[src/rtl/core/pbt_pkg.sv]
// ----------------------------------------------------------------------------
// pbt_pkg
// Shared types and constants for the pose breadcrumb trail.
// ----------------------------------------------------------------------------
package pbt_pkg;

    // default trail depth, entries
    localparam int TRAIL_DEPTH_DEF = 1024;

    localparam int POS_W  = 24;
    localparam int HEAD_W = 16;
    localparam int DIST_W = 16;
    localparam int ANG_W  = 15;
    localparam int OP_W   = POS_W + 1;   // difference of two positions
    localparam int SQ_W   = 2 * OP_W;    // square of one difference
    localparam int THR_W  = 2 * DIST_W;  // squared threshold

    localparam int CFG_IDX_W  = 3;
    localparam int CFG_DATA_W = 16;

    // operating modes
    localparam logic [1:0] MODE_IDLE   = 2'd0;
    localparam logic [1:0] MODE_RECORD = 2'd1;
    localparam logic [1:0] MODE_CLEAR  = 2'd2;

    // register indexes
    localparam logic [CFG_IDX_W-1:0] REG_MODE         = 3'd0;
    localparam logic [CFG_IDX_W-1:0] REG_RECORD_DIST  = 3'd1;
    localparam logic [CFG_IDX_W-1:0] REG_RECORD_ANGLE = 3'd2;
    localparam logic [CFG_IDX_W-1:0] REG_CLEAR_DIST   = 3'd3;
    localparam logic [CFG_IDX_W-1:0] REG_CLEAR_ANGLE  = 3'd4;

    // register reset values
    localparam logic [1:0]        MODE_RST         = MODE_RECORD;
    localparam logic [DIST_W-1:0] RECORD_DIST_RST  = 16'd50;
    localparam logic [ANG_W-1:0]  RECORD_ANGLE_RST = 15'd1043;
    localparam logic [DIST_W-1:0] CLEAR_DIST_RST   = 16'd500;
    localparam logic [ANG_W-1:0]  CLEAR_ANGLE_RST  = 15'd1043;

    // one trail entry
    typedef struct packed {
        logic [HEAD_W-1:0]       heading;
        logic signed [POS_W-1:0] y;
        logic signed [POS_W-1:0] x;
    } t_pose;

endpackage

[src/rtl/core/pbt_sq_unit.sv]
// ----------------------------------------------------------------------------
// pbt_sq_unit
// Shared squaring unit: registered square of a signed operand, one per cycle.
// ----------------------------------------------------------------------------
module pbt_sq_unit (
    input  logic                              i_clk,
    input  logic signed [pbt_pkg::OP_W-1:0]   i_op,
    output logic        [pbt_pkg::SQ_W-1:0]   o_sq
);

    logic signed [pbt_pkg::SQ_W-1:0] prod;
    logic        [pbt_pkg::SQ_W-1:0] r_sq;

    assign prod = i_op * i_op;

    always_ff @(posedge i_clk) begin
        r_sq <= unsigned'(prod);
    end

    assign o_sq = r_sq;

endmodule

[config.mk]
export PLATFORM = sky130hd
export DESIGN_NAME = pbt_sq_unit
export DESIGN_NICKNAME = d
export VERILOG_FILES = /design/src/rtl/core/pbt_pkg.sv /design/src/rtl/core/pbt_sq_unit.sv
export SDC_FILE = /design/constraint.sdc
export NUM_CORES = 2
export LEC_CHECK = 0
export ABC_AREA = 1
export BUFFER_PORTS_ARGS = -buffer_cell sky130_fd_sc_hd__buf_2
export CAP_MARGIN = 0
export CORE_ASPECT_RATIO = 1.2
export CORE_MARGIN = 3
export CORE_UTILIZATION = 45
export DETAILED_ROUTE_END_ITERATION = 7
export GPL_TIMING_DRIVEN = 0
export PLACE_DENSITY = 0.69
export SYNTH_ARGS = -nofsm -noshare
export SYNTH_HDL_FRONTEND = slang
export SYNTH_SLANG_ARGS = --single-unit
[constraint.sdc]
create_clock -name i_clk -period 6.55 [get_ports i_clk]
set_input_delay 0.655 -clock i_clk [delete_from_list [all_inputs] [get_ports i_clk]]
set_output_delay 0.655 -clock i_clk [all_outputs]
set_load 0.02 [all_outputs]
==> results.cfg <==
[route]
wl_um = 66900
dr.first_iter.drc_count = 1186
drc = 0
routed_via_density = 4.87
avgRoutedWirePerCell_um = 18.2
firstDrtPassIters = 5
vias = 17911
antenna_left = 0

[timing]
fin_crit_sh_pct = 98.4
timing.final.ws_setup_ns = 0.103
setup_violations = 0
max_freq_mhz = 155
max_slew_margin_pct = 66.1
slew_violations = 0
worst_pin_slew_ns = 0.508
fin_crit_ns = 6.45
hold_viol_final = 0

[synthesis]
syn_area_per_cell_um2 = 8.12
synth_xor_area_share_pct = 1.57
yosysWarnings = 0
async_flop_share_pct = 0
synthDistinctLibCells = 31
synth_area_um2 = 23500
yosys.area_share.simple_pct = 15.1
synth_top_family_by_area = adder cells
synth-adder-area-share_pct = 60.0
synthFlopType = dfxtp_1
ys_ff_latch = 49
synth-seq-area-share_pct = 4.18
synthCells = 2891
synth_edf_count = 0
synth_compound_area_share_pct = 1.65
synthMuxAreaShare_pct = 0
syn_nets = 3679

[floorplanning]
rows = 91
start_util_pct = 45.6
num_io_pins = 76
die_area_um2 = 54900
chipWidth_um = 214
core_um2 = 51500
die_h_um = 256

[cts]
clk_path_buf_depth = 2
ctsHoldBuffers = 0
clock_sink_count = 49
cts_buffers = 5
cts_tree = done
cts.clk_slew.worst_paths_ns = 0.08
h-tree-depth = 2
root_buffer = clkbuf_16

[setup_path]
cp-start-kind = input port
critPathCaptureType = register
cp_data_arrival_time_ns = 6.69
critical-path-slowest-cell = fa_1
crit_fanout = 10
critPathKind = input port to register
required_ns = 6.79
crit_path_max_incr_delay_ns = 0.56
worstPathCellList = buf_8 > inv_1 > buf_2 > nor2_1 > fa_1 > fa_1 > fa_1 > fa_1 > fa_1 > fa_1 > inv_1 > fa_1 > inv_1 > ha_2 > nand2_2 > nor2_2 > nand2_1 > nor2_2 > nand4_1 > nand3_1 > nand2_1 > nand2_1
cpMostUsedCell = fa_1

[finish]
fin_nets = 3767
final_cell_mix = inv_1, nand2_1, fa_1, ha_1, nor2_1
fillerInstances = 4913
multi_input_area_um2 = 18900
final_common_cell = inv_1
largest_register_ffs = 49
drive_gt1_share_pct = 10.5
area_growth_pct = 11.5
antenna_cells = 0
seqCellArea_um2 = 981

[worst_hold_path]
hold_end = o_sq[0]
min_from = i_op[0]
holdPathStages = 1
holdCritPathClass = input port to register

[grt]
use_met1_pct = 30.1
grt_overflow = 0
grtUsageMet3_pct = 4.08
grt_start_max_net_pins = 17
grt_pass1_wl_um = 107000
busiest_layer = met2
grt_pass1_vias = 19749
grtUsageMet2_pct = 44.7
grt.total_usage_pct = 25.3
grt_antenna_before_repair = 0

[run]
maxCapViolations = 0

[place]
port_buffers = 64
gp_congestion = 0.973
dpl.hpwl_um = 57100
place_ws_ns = -1.61

[outcome]
status = complete, no violations
[final cells by class]
cell class / count / area share (%)
inverters: 1014 / 14.6
plain buffers: 70 / 3.60
clock inverters: 3 / 0.0813
well taps: 697 / 3.33
flip-flops and latches: 49 / 3.75
repair buffers: 88 / 2.04
clock buffers: 5 / 0.478
multi-input cells: 1751 / 72.1
[critical path, delay by kind of cell]
kind                     cells  cell delay (ns)
AND/OR/NAND/NOR              9             1.21
buffers and inverters        5             0.97
adder cells (fa/ha/maj)      8             3.83
[cell usage after synthesis, types with 2 or more instances]
library cell     n  area share (%)
a21o_1           2           0.064
nand2_1        676              11
nor2_1          88             1.4
inv_2            5           0.080
xnor2_1         17            0.63
clkbuf_1        74             1.2
or2_2            2           0.053
ha_1           157             8.4
a21oi_2          2           0.075
nand3_2          4            0.17
o21ai_1          2           0.043
nor3_1           6            0.13
a21oi_1         45            0.96
nand4_1         16            0.43
nor2_2          15            0.40
fa_1           605              52
o21ai_0         11            0.23
nor3_2           3            0.13
xor2_1          25            0.93
inv_1         1009              16
buf_1            2           0.032
nand2_2         13            0.35
nor2_4           4            0.19
nand3_1         48             1.0
o21bai_1         6            0.19
dfxtp_1         49             4.2
[metrics by stage]
stage	util [%]	hold slack [ns]	cell area [um2]	instances	TNS (ns)
after detailed placement	47.9	0.779	24700	3652	-47.19
after global routing	50.8	0.458	26200	3677	-0.0227
after floorplan	-	0.683	23500	2891	0
after global placement	47.9	0.776	24700	3652	-46.43
final	50.8	0.461	26200	3677	0
after CTS	49.5	0.456	25500	3657	0
[logic make-up (layout without fill, tap and decap cells)]
family | count (synthesis) | after routing
xor gates and xnor gates | 42 | 42
buffers and inverters | 1091 | 1180
DFF | 49 | 49
AOI/OAI and AO/OA | 70 | 70
other | 1 | 1
and+or+nand+nor | 876 | 876
adders and majority gates | 762 | 762
[worst max path at each step]
stage	from	end	slack, ns
floorplan	i_op[24]	o_sq[49]	0.05
global placement	i_op[22]	o_sq[40]	-1.63
detailed placement	i_op[22]	o_sq[40]	-1.61
CTS	i_op[19]	o_sq[40]	0.002
global route	i_op[11]	o_sq[48]	-0.01
finish	i_op[24]	o_sq[40]	0.10
[metal layers]
metal	routed length (um)	share of wire, %	up-vias
met3	5220	7.8	214
met1	24100	36	8841
met4	4120	6.2	0
li1	-	-	8118
met5	0	0	-
met2	33400	50	738
[what timing repair did]
item | 4_1_cts | 5_1_grt
setup endpoints to repair | 38 | 32
pin swaps | 5 | 29
setup buffers | 4 | 20
resized for setup | 203 | 175
Power is left out: the tool's default activity adds up to more than one toggle a clock period on the data nets, which glitch-free logic cannot reach.
